File: src/rtl/triangle_grid_binning_top_assert.svh
// Assertion macros for the triangle grid binning top module.
`ifndef TRIANGLE_GRID_BINNING_TOP_ASSERT_SVH
`define TRIANGLE_GRID_BINNING_TOP_ASSERT_SVH

// Consequent must hold in the same cycle as the antecedent.
`define TGB_ASSERT_SAME(lbl, ante, cons, msg) \
  lbl: assert property (@(posedge clk) disable iff (rst) (ante) |-> (cons)) else $error(msg);

// Consequent must hold in the cycle after the antecedent.
`define TGB_ASSERT_NEXT(lbl, ante, cons, msg) \
  lbl: assert property (@(posedge clk) disable iff (rst) (ante) |=> (cons)) else $error(msg);

`endif

File: src/rtl/tgb_pkg.sv
// Package with types and constants for the triangle grid binning block.
`timescale 1ns / 1ps
package tgb_pkg;

  localparam int COORD_W     = 32;
  localparam int LEN_W       = 31;
  localparam int ID_W        = 24;
  localparam int CELL_W      = 2;
  localparam int CFG_IDX_W   = 3;
  localparam int CFG_DATA_W  = 32;
  // Origin plus up to 255 cell lengths, signed, without overflow.
  localparam int BOUND_W     = 40;
  localparam int MAX_RESULTS = 64;
  localparam int CNT_W       = $clog2(MAX_RESULTS);

  // Configuration register indexes.
  localparam logic [CFG_IDX_W-1:0] REG_ORIGIN_X   = 3'd0;
  localparam logic [CFG_IDX_W-1:0] REG_ORIGIN_Y   = 3'd1;
  localparam logic [CFG_IDX_W-1:0] REG_ORIGIN_Z   = 3'd2;
  localparam logic [CFG_IDX_W-1:0] REG_CELL_LEN_X = 3'd3;
  localparam logic [CFG_IDX_W-1:0] REG_CELL_LEN_Y = 3'd4;
  localparam logic [CFG_IDX_W-1:0] REG_CELL_LEN_Z = 3'd5;

  localparam logic [LEN_W-1:0] CELL_LEN_RESET = 31'd65536;

  typedef struct packed {
    logic signed [COORD_W-1:0] v0_x;
    logic signed [COORD_W-1:0] v0_y;
    logic signed [COORD_W-1:0] v0_z;
    logic signed [COORD_W-1:0] v1_x;
    logic signed [COORD_W-1:0] v1_y;
    logic signed [COORD_W-1:0] v1_z;
    logic signed [COORD_W-1:0] v2_x;
    logic signed [COORD_W-1:0] v2_y;
    logic signed [COORD_W-1:0] v2_z;
    logic [ID_W-1:0]           tri_id;
  } tri_t;

  typedef struct packed {
    logic [CELL_W-1:0] cell_i;
    logic [CELL_W-1:0] cell_j;
    logic [CELL_W-1:0] cell_k;
    logic [ID_W-1:0]   tri_tag;
    logic              hit;
    logic              last;
  } cell_t;

  // Bounding interval of the triangle on one axis.
  typedef struct packed {
    logic signed [COORD_W-1:0] lo;
    logic signed [COORD_W-1:0] hi;
  } box_t;

  // Result of one overlap test of a cell against the box.
  typedef struct packed {
    logic signed [BOUND_W-1:0] bound_next;
    logic                      hit;
  } span_t;

  typedef enum logic [2:0] {
    ST_IDLE,
    ST_BOX,
    ST_SWEEP,
    ST_START,
    ST_EMIT
  } state_t;

  typedef enum logic [1:0] {
    AXIS_X,
    AXIS_Y,
    AXIS_Z
  } axis_t;

endpackage

File: src/rtl/tgb_stream_if.sv
// Valid/ready channel interfaces for triangles in and cells out.
`timescale 1ns / 1ps
interface tgb_tri_if;
  logic          valid;
  logic          ready;
  tgb_pkg::tri_t data;

  modport source (output valid, output data, input ready);
  modport sink (input valid, input data, output ready);
endinterface

interface tgb_cell_if;
  logic           valid;
  logic           ready;
  tgb_pkg::cell_t data;

  modport source (output valid, output data, input ready);
  modport sink (input valid, input data, output ready);
endinterface

File: src/rtl/tgb_span_unit.sv
// Shared min/max, bound step and overlap compare unit for one axis.
`timescale 1ns / 1ps
module tgb_span_unit (
  input  logic signed [tgb_pkg::COORD_W-1:0] c0,
  input  logic signed [tgb_pkg::COORD_W-1:0] c1,
  input  logic signed [tgb_pkg::COORD_W-1:0] c2,
  input  logic signed [tgb_pkg::BOUND_W-1:0] bound,
  input  logic [tgb_pkg::LEN_W-1:0]          len,
  input  tgb_pkg::box_t                      box_in,
  output tgb_pkg::box_t                      box_out,
  output tgb_pkg::span_t                     span
);

  logic signed [tgb_pkg::COORD_W-1:0] lo01;
  logic signed [tgb_pkg::COORD_W-1:0] hi01;
  logic signed [tgb_pkg::BOUND_W-1:0] len_ext;
  logic signed [tgb_pkg::BOUND_W-1:0] lo_ext;
  logic signed [tgb_pkg::BOUND_W-1:0] hi_ext;

  // Minimum and maximum of the three vertex coordinates.
  always_comb begin
    lo01       = (c0 < c1) ? c0 : c1;
    hi01       = (c0 > c1) ? c0 : c1;
    box_out.lo = (lo01 < c2) ? lo01 : c2;
    box_out.hi = (hi01 > c2) ? hi01 : c2;
  end

  // Lower cell bound steps by one length; the cell overlaps unless it lies
  // wholly above or wholly below the box.
  always_comb begin
    len_ext         = $signed({{(tgb_pkg::BOUND_W - tgb_pkg::LEN_W){1'b0}}, len});
    lo_ext          = tgb_pkg::BOUND_W'(box_in.lo);
    hi_ext          = tgb_pkg::BOUND_W'(box_in.hi);
    span.bound_next = bound + len_ext;
    span.hit        = !(bound > hi_ext) && !(span.bound_next < lo_ext);
  end

endmodule

File: src/rtl/triangle_grid_binning_top.sv
// After a triangle is accepted, the sequencer runs BOX and SWEEP for x, y and z in turn, then START and EMIT.
// Each axis takes a box step and then sweeps its cells one by one in the shared compare unit.
// The next triangle is taken once the last of the R results (1 to 64) is in the output register.
// Results leave at one per cycle through the output register while the sink is ready.
// Synchronous active-high reset: idle, output empty, origins 0, cell lengths 1.0.
`timescale 1ns / 1ps
`include "triangle_grid_binning_top_assert.svh"
module triangle_grid_binning_top #(
  parameter int GRID_X = 4,
  parameter int GRID_Y = 4,
  parameter int GRID_Z = 4
) (
  input  logic                              clk,
  input  logic                              rst,
  input  logic                              cfg_we,
  input  logic [tgb_pkg::CFG_IDX_W-1:0]     cfg_idx,
  input  logic [tgb_pkg::CFG_DATA_W-1:0]    cfg_data,
  tgb_tri_if.sink                           tri_in,
  tgb_cell_if.source                        cell_out
);

  localparam int GMAX_XY = (GRID_X > GRID_Y) ? GRID_X : GRID_Y;
  localparam int GMAX    = (GMAX_XY > GRID_Z) ? GMAX_XY : GRID_Z;
  localparam int IW      = $clog2(GMAX + 1);

  // Configuration registers.
  logic signed [tgb_pkg::COORD_W-1:0] origin [3];
  logic [tgb_pkg::LEN_W-1:0]          cell_len [3];

  // Sequencer and datapath registers.
  tgb_pkg::state_t                    state;
  tgb_pkg::state_t                    state_next;
  tgb_pkg::axis_t                     axis;
  tgb_pkg::tri_t                      tri_q;
  tgb_pkg::box_t                      box_q;
  logic signed [tgb_pkg::BOUND_W-1:0] bound;
  logic [IW-1:0]                      n;
  logic                               found;
  logic [IW-1:0]                      first_idx [3];
  logic [IW-1:0]                      last_idx [3];
  logic [2:0]                         any_hit;
  logic [IW-1:0]                      ci;
  logic [IW-1:0]                      cj;
  logic [IW-1:0]                      ck;
  logic [tgb_pkg::CNT_W-1:0]          cnt;
  tgb_pkg::cell_t                     out_q;
  logic                               out_valid;

  // Combinational helpers.
  logic signed [tgb_pkg::COORD_W-1:0] c0;
  logic signed [tgb_pkg::COORD_W-1:0] c1;
  logic signed [tgb_pkg::COORD_W-1:0] c2;
  tgb_pkg::box_t                      box_new;
  tgb_pkg::span_t                     span;
  logic [IW-1:0]                      g_last;
  logic                               sweep_end;
  logic                               all_any;
  logic                               final_cell;
  logic                               cap;
  logic                               slot_free;
  logic                               done_emit;
  logic [IW+1:0]                      ci_ext;
  logic [IW+1:0]                      cj_ext;
  logic [IW+1:0]                      ck_ext;

  // Configuration writes; unknown indexes are dropped.
  always_ff @(posedge clk) begin
    if (rst) begin
      origin[0]   <= '0;
      origin[1]   <= '0;
      origin[2]   <= '0;
      cell_len[0] <= tgb_pkg::CELL_LEN_RESET;
      cell_len[1] <= tgb_pkg::CELL_LEN_RESET;
      cell_len[2] <= tgb_pkg::CELL_LEN_RESET;
    end else if (cfg_we) begin
      unique case (cfg_idx)
        tgb_pkg::REG_ORIGIN_X:   origin[0]   <= cfg_data;
        tgb_pkg::REG_ORIGIN_Y:   origin[1]   <= cfg_data;
        tgb_pkg::REG_ORIGIN_Z:   origin[2]   <= cfg_data;
        tgb_pkg::REG_CELL_LEN_X: cell_len[0] <= cfg_data[tgb_pkg::LEN_W-1:0];
        tgb_pkg::REG_CELL_LEN_Y: cell_len[1] <= cfg_data[tgb_pkg::LEN_W-1:0];
        tgb_pkg::REG_CELL_LEN_Z: cell_len[2] <= cfg_data[tgb_pkg::LEN_W-1:0];
        default: ;
      endcase
    end
  end

  // Vertex coordinates and last cell index of the axis in work.
  always_comb begin
    unique case (axis)
      tgb_pkg::AXIS_Y: begin
        c0     = tri_q.v0_y;
        c1     = tri_q.v1_y;
        c2     = tri_q.v2_y;
        g_last = IW'(GRID_Y - 1);
      end
      tgb_pkg::AXIS_Z: begin
        c0     = tri_q.v0_z;
        c1     = tri_q.v1_z;
        c2     = tri_q.v2_z;
        g_last = IW'(GRID_Z - 1);
      end
      default: begin
        c0     = tri_q.v0_x;
        c1     = tri_q.v1_x;
        c2     = tri_q.v2_x;
        g_last = IW'(GRID_X - 1);
      end
    endcase
  end

  tgb_span_unit u_span (
    .c0      (c0),
    .c1      (c1),
    .c2      (c2),
    .bound   (bound),
    .len     (cell_len[axis]),
    .box_in  (box_q),
    .box_out (box_new),
    .span    (span)
  );

  // Emission status.
  always_comb begin
    sweep_end  = (n == g_last);
    all_any    = &any_hit;
    final_cell = (ci == last_idx[0]) && (cj == last_idx[1]) && (ck == last_idx[2]);
    cap        = (cnt == tgb_pkg::CNT_W'(tgb_pkg::MAX_RESULTS - 1));
    slot_free  = !out_valid || cell_out.ready;
    done_emit  = slot_free && (!all_any || final_cell || cap);
  end

  // State register.
  always_ff @(posedge clk) begin
    if (rst) begin
      state <= tgb_pkg::ST_IDLE;
    end else begin
      state <= state_next;
    end
  end

  // Next state.
  always_comb begin
    state_next = state;
    unique case (state)
      tgb_pkg::ST_IDLE: begin
        if (tri_in.valid) state_next = tgb_pkg::ST_BOX;
      end
      tgb_pkg::ST_BOX: begin
        state_next = tgb_pkg::ST_SWEEP;
      end
      tgb_pkg::ST_SWEEP: begin
        if (sweep_end) begin
          state_next = (axis == tgb_pkg::AXIS_Z) ? tgb_pkg::ST_START : tgb_pkg::ST_BOX;
        end
      end
      tgb_pkg::ST_START: begin
        state_next = tgb_pkg::ST_EMIT;
      end
      tgb_pkg::ST_EMIT: begin
        if (done_emit) state_next = tgb_pkg::ST_IDLE;
      end
      default: state_next = tgb_pkg::ST_IDLE;
    endcase
  end

  // No triangle is taken while reset is held.
  assign tri_in.ready = (state == tgb_pkg::ST_IDLE) && !rst;

  // Datapath: box per axis, cell sweep, then i-j-k walk over the hit ranges or one miss item.
  always_ff @(posedge clk) begin
    case (state)
      tgb_pkg::ST_IDLE: begin
        if (tri_in.valid) begin
          tri_q <= tri_in.data;
          axis  <= tgb_pkg::AXIS_X;
        end
      end
      tgb_pkg::ST_BOX: begin
        box_q <= box_new;
        bound <= tgb_pkg::BOUND_W'(origin[axis]);
        n     <= '0;
        found <= 1'b0;
      end
      tgb_pkg::ST_SWEEP: begin
        if (span.hit) begin
          if (!found) first_idx[axis] <= n;
          last_idx[axis] <= n;
          found          <= 1'b1;
        end
        bound <= span.bound_next;
        n     <= n + IW'(1);
        if (sweep_end) begin
          any_hit[axis] <= found || span.hit;
          if (axis == tgb_pkg::AXIS_X) begin
            axis <= tgb_pkg::AXIS_Y;
          end else if (axis == tgb_pkg::AXIS_Y) begin
            axis <= tgb_pkg::AXIS_Z;
          end
        end
      end
      tgb_pkg::ST_START: begin
        ci  <= first_idx[0];
        cj  <= first_idx[1];
        ck  <= first_idx[2];
        cnt <= '0;
      end
      tgb_pkg::ST_EMIT: begin
        if (slot_free) begin
          out_q.tri_tag <= tri_q.tri_id;
          if (all_any) begin
            out_q.cell_i <= ci_ext[tgb_pkg::CELL_W-1:0];
            out_q.cell_j <= cj_ext[tgb_pkg::CELL_W-1:0];
            out_q.cell_k <= ck_ext[tgb_pkg::CELL_W-1:0];
            out_q.hit    <= 1'b1;
            out_q.last   <= final_cell || cap;
            cnt          <= cnt + tgb_pkg::CNT_W'(1);
            if (ck == last_idx[2]) begin
              ck <= first_idx[2];
              if (cj == last_idx[1]) begin
                cj <= first_idx[1];
                ci <= ci + IW'(1);
              end else begin
                cj <= cj + IW'(1);
              end
            end else begin
              ck <= ck + IW'(1);
            end
          end else begin
            out_q.cell_i <= '0;
            out_q.cell_j <= '0;
            out_q.cell_k <= '0;
            out_q.hit    <= 1'b0;
            out_q.last   <= 1'b1;
          end
        end
      end
      default: ;
    endcase
  end

  assign ci_ext = {2'b00, ci};
  assign cj_ext = {2'b00, cj};
  assign ck_ext = {2'b00, ck};

  // Output register valid flag.
  always_ff @(posedge clk) begin
    if (rst) begin
      out_valid <= 1'b0;
    end else if ((state == tgb_pkg::ST_EMIT) && slot_free) begin
      out_valid <= 1'b1;
    end else if (cell_out.ready) begin
      out_valid <= 1'b0;
    end
  end

  assign cell_out.valid = out_valid;
  assign cell_out.data  = out_q;

  // A miss result always closes the run for its triangle.
  `TGB_ASSERT_SAME(a_miss_is_last, cell_out.valid && !cell_out.data.hit, cell_out.data.last, "miss result without last")
  // Once a triangle is taken, no other is taken in the next cycle.
  `TGB_ASSERT_NEXT(a_busy_after_accept, tri_in.valid && tri_in.ready, !tri_in.ready, "accepted back to back")
  // The sweep counter never runs past the grid size of its axis.
  `TGB_ASSERT_SAME(a_sweep_in_grid, state == tgb_pkg::ST_SWEEP, n <= g_last, "sweep index out of grid")
  // The walk over x stays inside the hit range of x.
  `TGB_ASSERT_SAME(a_walk_in_range, (state == tgb_pkg::ST_EMIT) && all_any, (ci >= first_idx[0]) && (ci <= last_idx[0]), "cell walk left x range")

endmodule

File: src/flat_wrapper.sv
// flat-port wrapper written by rule: the top's interface ports become plain ports
module triangle_grid_binning_top_flat 
#(
  parameter int GRID_X = 4,
  parameter int GRID_Y = 4,
  parameter int GRID_Z = 4
)
  (clk, rst, cfg_we, cfg_idx, cfg_data, tri_in_valid, tri_in_data, tri_in_ready, cell_out_valid, cell_out_data, cell_out_ready);
  tgb_tri_if tri_in_i ();
  tgb_cell_if cell_out_i ();
  input  logic clk;
  input  logic rst;
  input  logic cfg_we;
  input  logic [tgb_pkg::CFG_IDX_W-1:0] cfg_idx;
  input  logic [tgb_pkg::CFG_DATA_W-1:0] cfg_data;
  input wire logic [$bits(tri_in_i.valid)-1:0] tri_in_valid;
  input wire logic [$bits(tri_in_i.data)-1:0] tri_in_data;
  output wire logic [$bits(tri_in_i.ready)-1:0] tri_in_ready;
  output wire logic [$bits(cell_out_i.valid)-1:0] cell_out_valid;
  output wire logic [$bits(cell_out_i.data)-1:0] cell_out_data;
  input wire logic [$bits(cell_out_i.ready)-1:0] cell_out_ready;
  assign tri_in_i.valid = tri_in_valid;
  assign tri_in_i.data = tri_in_data;
  assign tri_in_ready = tri_in_i.ready;
  assign cell_out_valid = cell_out_i.valid;
  assign cell_out_data = cell_out_i.data;
  assign cell_out_i.ready = cell_out_ready;
  triangle_grid_binning_top #(.GRID_X(GRID_X), .GRID_Y(GRID_Y), .GRID_Z(GRID_Z)) u_core (.clk(clk), .rst(rst), .cfg_we(cfg_we), .cfg_idx(cfg_idx), .cfg_data(cfg_data), .tri_in(tri_in_i), .cell_out(cell_out_i));
endmodule
File: config.mk
export PLATFORM = sky130hd
export DESIGN_NAME = triangle_grid_binning_top_flat
export DESIGN_NICKNAME = d
export VERILOG_FILES = /design/src/rtl/tgb_pkg.sv /design/src/rtl/tgb_stream_if.sv /design/src/rtl/tgb_span_unit.sv /design/src/rtl/triangle_grid_binning_top.sv /design/src/flat_wrapper.sv
export VERILOG_INCLUDE_DIRS = /design/src /design/src/rtl
export SDC_FILE = /design/constraint.sdc
export NUM_CORES = 1
export LEC_CHECK = 0
export ABC_AREA = 0
export BUFFER_PORTS_ARGS = -buffer_cell sky130_fd_sc_hd__buf_2
export CAP_MARGIN = 20
export CELL_PAD_IN_SITES_DETAIL_PLACEMENT = 0
export CELL_PAD_IN_SITES_GLOBAL_PLACEMENT = 1
export CORE_MARGIN = 4
export CORE_UTILIZATION = 48
export DETAILED_ROUTE_END_ITERATION = 8
export PLACE_DENSITY_LB_ADDON = 0.3
export SYNTH_ARGS = -nofsm -noshare
export SYNTH_HDL_FRONTEND = slang
export SYNTH_SLANG_ARGS = --single-unit
File: constraint.sdc
create_clock -name clk -period 47.1 [get_ports clk]
set_input_delay 7.065 -clock clk [delete_from_list [all_inputs] [get_ports clk]]
set_output_delay 7.065 -clock clk [all_outputs]
set_load 0.005 [all_outputs]
Yosys cells after proc, flatten, opt, wreduce, memory -nomap -nowiden. Memories as Yosys holds them, arrays and structs flattened. A register that Yosys moved wholly into a read port is not among the register bits. Cells that the tools add are included.

Add/sub/neg operators: 6. Order comparisons: 8. Equal/unequal tests: 25. Muxes and demuxes: 85. Bitwise logic cells: 6. Reductions and logical operators: 34.

Operator list (count): $mux 32 (7); $pmux 32 s2 (3); $mux 31 (3); $pmux 40 s2 (1); $gt 32x32->1 (2); $lt 32x32->1 (2); $mux 3 (14); $add 40x32->40 (1); $gt 40x32->1 (1); $lt 40x32->1 (1); $mux 1 (37); $pmux 3 s2 (4); $mux 2 (8); $eq 3x2->1 const B (5); $pmux 3 s5 (1); $ne 2x1->1 const B (7); $add 3x1->3 const B (4); $mux 6 (2); $pmux 6 s2 (1); $eq 3x3->1 (3); $eq 3x3->1 const B (3); $reduce_and 3->1 (3); $reduce_and 2->1 (4); $reduce_and 4->1 (2); other kinds (21) (45).

Bits in registers: 476. RAM bits: 207. Word-level logic and storage cells: 197. Memories kept: 4.

Memory list: u_core.origin (words 3, width 32, rd ports 1, clocked after memory_dff 1, write ports 3, RTL line triangle_grid_binning_top.sv:27) `logic signed [tgb_pkg::COORD_W-1:0] origin [3];`; u_core.cell_len (words 3, width 31, rd ports 1, clocked after memory_dff 1, write ports 3, RTL line triangle_grid_binning_top.sv:28) `logic [tgb_pkg::LEN_W-1:0] cell_len [3];`; u_core.first_idx (words 3, width 3, rd ports 3, clocked after memory_dff 0, write ports 1, RTL line triangle_grid_binning_top.sv:39) `logic [IW-1:0] first_idx [3];`; u_core.last_idx (words 3, width 3, rd ports 3, clocked after memory_dff 0, write ports 1, RTL line triangle_grid_binning_top.sv:40) `logic [IW-1:0] last_idx [3];`.

Depth between registers and ports, before layout. Gate-level depths: netlist of run 1. An unclocked memory read counts as a cell.

Word-level depth: 9. Mapped depth: 33. Depth with buffers taken out: 25.

Cells and area by module. From an unflattened synthesis of run 1, not the netlist that was laid out.

Cells, all modules: 2485. Area, all modules: 33016.7 um^2.

By module, submodules not included: triangle_grid_binning_top (times used 1, cells each 1516, area each 25230.4 um^2, sequential area each 20509.7 um^2); tgb_span_unit (times used 1, cells each 969, area each 7786.2 um^2, sequential area each 0.0 um^2).

Worst setup path after synthesis of run 1. No wires, ideal clock.

Kind: input port to flip-flop. From: input tri_in_valid. To: register u_core.tri_q[0] in the netlist's numbering, enable pin. Library setup time: 1.856 ns. Arrival: 38.198 ns. Required time: 45.244 ns. Slack: 7.047 ns. Cell stages on the path: 1. Buffers on the path: 0. Path through: nor4b_1.

Longest elaborated chain between the ends: 1.

Ends and longest elaborated chain: start, declared (RTL line flat_wrapper.sv:16) `input wire logic [$bits(tri_in_i.valid)-1:0] tri_in_valid;`; $reduce_and 2->1 (no source line); end signal, assigned (RTL line triangle_grid_binning_top.sv:175) `tri_q <= tri_in.data;`; end, declared (RTL line triangle_grid_binning_top.sv:34) `tgb_pkg::tri_t tri_q;`.

No other way between the ends. A chain may end at the register's enable or synchronous reset.

Worst setup path in the final report of run 1.
From: input rst. To: output tri_in_ready.

Longest elaborated chain between the ends: 2.

Ends and longest elaborated chain: start, declared (RTL line flat_wrapper.sv:12) `input logic rst;`; $logic_not 1->1 (RTL line triangle_grid_binning_top.sv:168) `assign tri_in.ready = (state == tgb_pkg::ST_IDLE) && !rst;`; $logic_and 1x1->1 (RTL line triangle_grid_binning_top.sv:168); end, declared (RTL line flat_wrapper.sv:18) `output wire logic [$bits(tri_in_i.ready)-1:0] tri_in_ready;`.

No other way between the ends.

==> metrics.txt, run 1 <==
run status=completed; 1st-iter DRT viols=1594; NetSw=0.670 mW; post-cts hold buffer count=0; Slew @ Worst Pin=1.11 ns; internal power=1.34 mW; clk buf depth=3; Slew Viols, Final=0; cell leakage power=15.4 nW; clk sinks=685; share of cells above drive strength 1=19.5%; clock root buffer=clkbuf_16; Mean Syn Cell Area=12.8 um2; Placed Area=35800 um2; fmax=0.0676 GHz; dpl hpwl=58800 um; Crit path arrival time=7.74 ns; Worst EP required=40.03 ns; initial antenna violation count=8; placer congestion estimate=0.882; Post-CTS Resized=0; Port Buffer Count=385; global router's overall resource usage=21.7%; routed len/inst=21.1 um; DR pass1 iterations=5; Warnings, synthesis=0; die extent in x=270 um; RSZ-0062 raised after global routing=no; power share of the combinational group=33.3%; Clock transition at path regs=0.06 ns; crit share post-route=31.4%; Pwr Density=52.8 nW/um2; Die Y=270 um; post-placement cell count=3734; I/O Pins=386; Worst Skew=0.0411 ns; via-per-instance ratio=5.53; Starting Density=48.7%; FF+latch count, synth=685; Critical Path Fanout Max=12; Num CTS Buffers=74; Post-CTS Setup Repair Bufs=0; VDD IR max=45.1 uV; vias in the first global route=21900; core area=67600 um2; count of final hold-check violations=0; via count=21400; top_reg_cell synth=edfxtp_1; post-synth cell types=65; fin crit period=14.80 ns; most common cell after layout, fill and taps aside=edfxtp_1; area grow syn2layout=15.9%; Post-DRT Antenna Nets=0; CTS tree=yes; worst skew pair latency=0.64 ns; Site Rows=95; Clock power frac=28.0%; setup tns final=0 ns; largest net degree at the start of global routing=171; Netlist Area Pre-Place=32900 um2; GRT overflow=0; Post-Layout Cell Count=3873; drt drc=0; Worst setup SP type=primary input; Seq/Total Area, Yosys=62.3%; total routed wirelength=81700 um; global-route wire length before repair=123000 um; NumNets Final=3505; fin area=38100 um2; Mapped Cells=2564; syn nets=3131; DIE AREA=72900 um2; CP Capture Type=output pin; async set-reset flop share out of synthesis=0%; Setup CP Type=primary input to output pin; EDFF count, synth=679; Max Cap Violations=0; H-Tree Depth=3; sequential power share=38.7%; Setup-failing EPs final=0; Rel. slew slack=24.9%; Hold Path Class=flip-flop to flip-flop; switching share of power=33.2%; leading cell types in the layout, fill and taps excluded=679 x edfxtp_1, 385 x buf_2, 224 x nand2_1, 211 x ha_1, 210 x o21ai_0
[stage by stage]
stage               hold WS, ns  setup slack (ns)  util [%]  power, mW
floorplan                 0.400              7.05         -       1.30
finish                    0.419             32.30      56.4       2.01
CTS                       0.418             32.25      56.3       2.03
global route              0.421             32.23      56.4       2.13
detailed placement        0.405             32.25      52.9       1.46
global placement          0.402             32.26      52.9       1.44
[power by group through the flow]
| stage | combinational [mW] | clock, mW | sequential, mW |
|---|---|---|---|
| finish | 0.671 | 0.564 | 0.780 |
| global route | 0.746 | 0.602 | 0.784 |
| CTS | 0.673 | 0.577 | 0.780 |
| detailed placement | 0.668 | 0 | 0.793 |
| global placement | 0.649 | 0 | 0.791 |
| floorplan | 0.494 | 0 | 0.805 |
[final cells by class]
cell class | count | area (um2)
Antenna cell | 9 | 22.5
Clock buffer | 88 | 1930
Clock inverter | 41 | 429
Fill cell | 5490 | 29500
Inverter | 184 | 691
Multi-Input combinational cell | 1588 | 11400
Sequential cell | 685 | 20500
Tap cell | 873 | 1090
Timing Repair Buffer | 405 | 2100
[cells in the mapped netlist (10+ instances only)]
cell type  number  share of area [%]
nor2b_1        14               0.27
o211ai_1       10               0.23
buf_1          18               0.21
edfxtp_1      679                 62
o21ai_0       210                3.2
a22oi_1        97                2.2
a21oi_1       132                2.0
mux2_2         41                1.4
a21o_1         62                1.4
mux2i_1       129                3.9
nor2_1        104                1.2
inv_1         183                2.1
a211oi_1       13               0.30
clkbuf_1       82               0.93
xnor2_1        36               0.96
nand3_1        30               0.46
nor3_1         13               0.20
nand2_1       224                2.6
o21a_1         10               0.23
ha_1          214                8.1
and3_1         16               0.30
xor2_1         18               0.48
and2_1         78                1.5
nand4_1        33               0.63
[worst max-delay path, cell delays in order]
cell    delay, ns
buf_2        0.20
nor4_1       0.29
buf_2        0.18
[final timing paths]
check                             from                           endpoint  slack [ns]  cells after the start
max                                rst                       tri_in_ready       32.30                      3
min          u_core.tri_q[1]$_DFFE_PP_  u_core.cell_out.data[3]$_DFFE_PP_        0.42                      0
max reg2reg   u_core.axis[0]$_DFFE_PP_         u_core.box_q[32]$_DFFE_PP_       37.59                     24
min reg2reg  u_core.tri_q[1]$_DFFE_PP_  u_core.cell_out.data[3]$_DFFE_PP_        0.42                      0
[per-layer routing]
layer	GRT usage, %	up-vias	routed length (um)
li1	-	10300	-
met5	0	-	0
met3	3.02	145	3190
met2	39.9	518	43100
met4	7.91	0	2740
met1	26.0	10400	32600
[state kept, by name, indices dropped and copies added (netlist names), named ones only]
signal and cells:
u_core.bound 40, u_core.cj 3, u_core.ci 3, u_core.cell_len 93, u_core.tri_q 312, u_core.n 3, u_core.cell_out.data 32, u_core.ck 3
u_core.any_hit 3, u_core.last_idx 9, u_core.cnt 6, u_core.axis 2, u_core.first_idx 9, u_core.origin 96, u_core.found 1, u_core.box_q 64
u_core.cell_out.valid 1, u_core.state 3
[cells by family after synthesis]
family / count (synthesis) / share of synthesized area (%)
buffers and inverters: 291 / 3.42
XOR/XNOR: 54 / 1.44
AO/OA/AOI/OAI: 604 / 11.4
multiplexers: 172 / 5.40
AND/OR/NAND/NOR: 543 / 7.81
flip-flops: 685 / 62.3
adder cells (fa/ha/maj): 215 / 8.19
No activity file was read; power rests on OpenSTA's default activity.
==> run 2: changes to the inputs <==
==> constraint.sdc (replaced) <==
create_clock -name clk -period 15.4 [get_ports clk]
set_input_delay 2.31 -clock clk [delete_from_list [all_inputs] [get_ports clk]]
set_output_delay 2.31 -clock clk [all_outputs]
set_load 0.005 [all_outputs]
==> run 2 against run 1 <==
Against the previous run: global-route usage up 0.83 points; first-iteration DRC count increased by 19%; non-clock buffer count is 3 higher; largest power group unchanged; total power rose to 3.1 times the previous value; largest cell class unchanged; sequential share of layout area shrank 0.24 points.
==> metrics.txt, run 2 (synthesis gave the netlist of run 1 again) <==
run status=completed; Worst EP required=15.76 ns; global-route wire length before repair=128000 um; global router's overall resource usage=22.5%; Post-DRT Antenna Nets=0; largest register by flop count=u_core.tri_q; crit share post-route=60.0%; clk buf depth=3; drt drc=0; clk sinks=685; Num CTS Buffers=76; R2R Path Start=u_core.axis[1]$_DFFE_PP_; Largest register FFs=312; core area=67600 um2; CTS tree=yes; fin area=38300 um2; CP Capture Type=flip-flop; vias in the first global route=21900; Placed Area=35800 um2; Port Buffer Count=385; Setup crit start=u_core.axis[1]$_DFFE_PP_; largest net degree at the start of global routing=198; routed len/inst=21.9 um; placer congestion estimate=0.857; VDD IR max=145 uV; fmax=0.108 GHz; clock root buffer=clkbuf_16; Slew Viols, Final=0; Worst setup SP type=flip-flop; setup tns final=0 ns; 1st-iter DRT viols=1889; Post-CTS Setup Repair Bufs=0; worst reg2reg path depth=27; cell leakage power=15.5 nW; post-cts hold buffer count=0; area grow syn2layout=16.4%; leading cell types in the layout, fill and taps excluded=679 x edfxtp_1, 385 x buf_2, 224 x nand2_1, 211 x ha_1, 210 x o21ai_0; Setup-failing EPs final=0; via-per-instance ratio=5.53; I/O Pins=386; Rel. slew slack=19.9%; share of cells above drive strength 1=19.9%; initial antenna violation count=6; critical path's largest stage delay=0.95 ns; Clock transition at path regs=0.06 ns; NumNets Final=3510; Reg2Reg Setup Slack=6.16 ns; Setup CP Type=flip-flop to flip-flop; dpl hpwl=61300 um; Slowest-stage cell, CP=nand3_2; Crit path arrival time=9.61 ns; Die Y=270 um; Site Rows=95; H-Tree Depth=3; total routed wirelength=84800 um; DR pass1 iterations=5; Post-CTS Resized=0; Max Cap Violations=0; Worst Skew=0.0305 ns; Pwr Density=164 nW/um2; Critical Path Fanout Max=98; Starting Density=48.7%; critical path endpoint=u_core.box_q[32]$_DFFE_PP_; via count=21500; RSZ-0062 raised after global routing=no; biggest regs=u_core.tri_q (312), u_core.origin (96), u_core.cell_len (93); capture point of the worst reg-to-reg path=u_core.box_q[32]$_DFFE_PP_; die extent in x=270 um; count of final hold-check violations=0; fin crit period=9.24 ns; worst skew pair latency=0.64 ns; DIE AREA=72900 um2; most common cell after layout, fill and taps aside=edfxtp_1; Hold Path Class=flip-flop to flip-flop; worst hold slack=0.415 ns; Slew @ Worst Pin=1.20 ns; GRT overflow=0
## run 2: cell types whose count changed in the layout (fill, tap and decap cells not counted), moves of 2 or more
cell and change:
buf_4 +4, bufinv_16 +3, clkbuf_16 +2, clkinv_2 +3
clkbuf_1 -7, clkinv_4 +5, diode_2 -4
## run 2: how the worst min path moves through the flow
stage                                     startpoint                            endpoint  slack, ns  cells past startpoint
after floorplan            u_core.tri_q[8]$_DFFE_PP_  u_core.cell_out.data[10]$_DFFE_PP_       0.40                      0
after global placement    u_core.tri_q[13]$_DFFE_PP_  u_core.cell_out.data[15]$_DFFE_PP_       0.40                      0
after detailed placement  u_core.tri_q[17]$_DFFE_PP_  u_core.cell_out.data[19]$_DFFE_PP_       0.40                      0
after CTS                  u_core.tri_q[1]$_DFFE_PP_   u_core.cell_out.data[3]$_DFFE_PP_       0.42                      0
after global routing      u_core.tri_q[21]$_DFFE_PP_  u_core.cell_out.data[23]$_DFFE_PP_       0.42                      0
final                      u_core.tri_q[1]$_DFFE_PP_   u_core.cell_out.data[3]$_DFFE_PP_       0.42                      0
## run 2: metrics by stage
step	utilization, %	setup slack (ns)	power [mW]	instances
after floorplan	-	2.72	3.92	2564
after global placement	52.9	6.57	4.44	3738
after detailed placement	52.9	6.26	4.48	3738
after CTS	56.6	6.21	6.31	3873
after global routing	56.7	5.49	6.63	3878
final	56.7	6.16	6.28	3878
## run 2: area by class of cell
type | count | area [um2]
timing repair buffer | 408 | 2110
inverter | 184 | 691
tap | 873 | 1090
antenna | 5 | 12.5
sequential | 685 | 20500
clock buffer | 83 | 1950
fill | 5512 | 29300
multi-input combinational | 1588 | 11400
clock inverter | 52 | 564
## run 2: layer usage
layer,part of all wire (%),global-route usage [%]
met1,41,28.1
met2,52,41.0
met3,4.1,3.19
met4,2.6,6.25
met5,0,0
## run 2: where the power goes
| part | total, mW | internal (mW) | switching (mW) |
|---|---|---|---|
| clock | 1.82 | 1.05 | 0.774 |
| combinational | 2.07 | 0.827 | 1.24 |
| sequential | 2.39 | 2.32 | 0.0740 |
## run 2: worst max-delay path, delay by kind of cell (launching register included)
| kind | cells | cell delay (ns) |
|---|---|---|
| flops | 1 | 0.43 |
| xor+xnor | 1 | 0.52 |
| mux | 1 | 0.65 |
| compound gates | 12 | 2.66 |
| simple gates | 4 | 1.42 |
| fa+ha+maj | 3 | 0.98 |
| buf+inv | 6 | 2.19 |
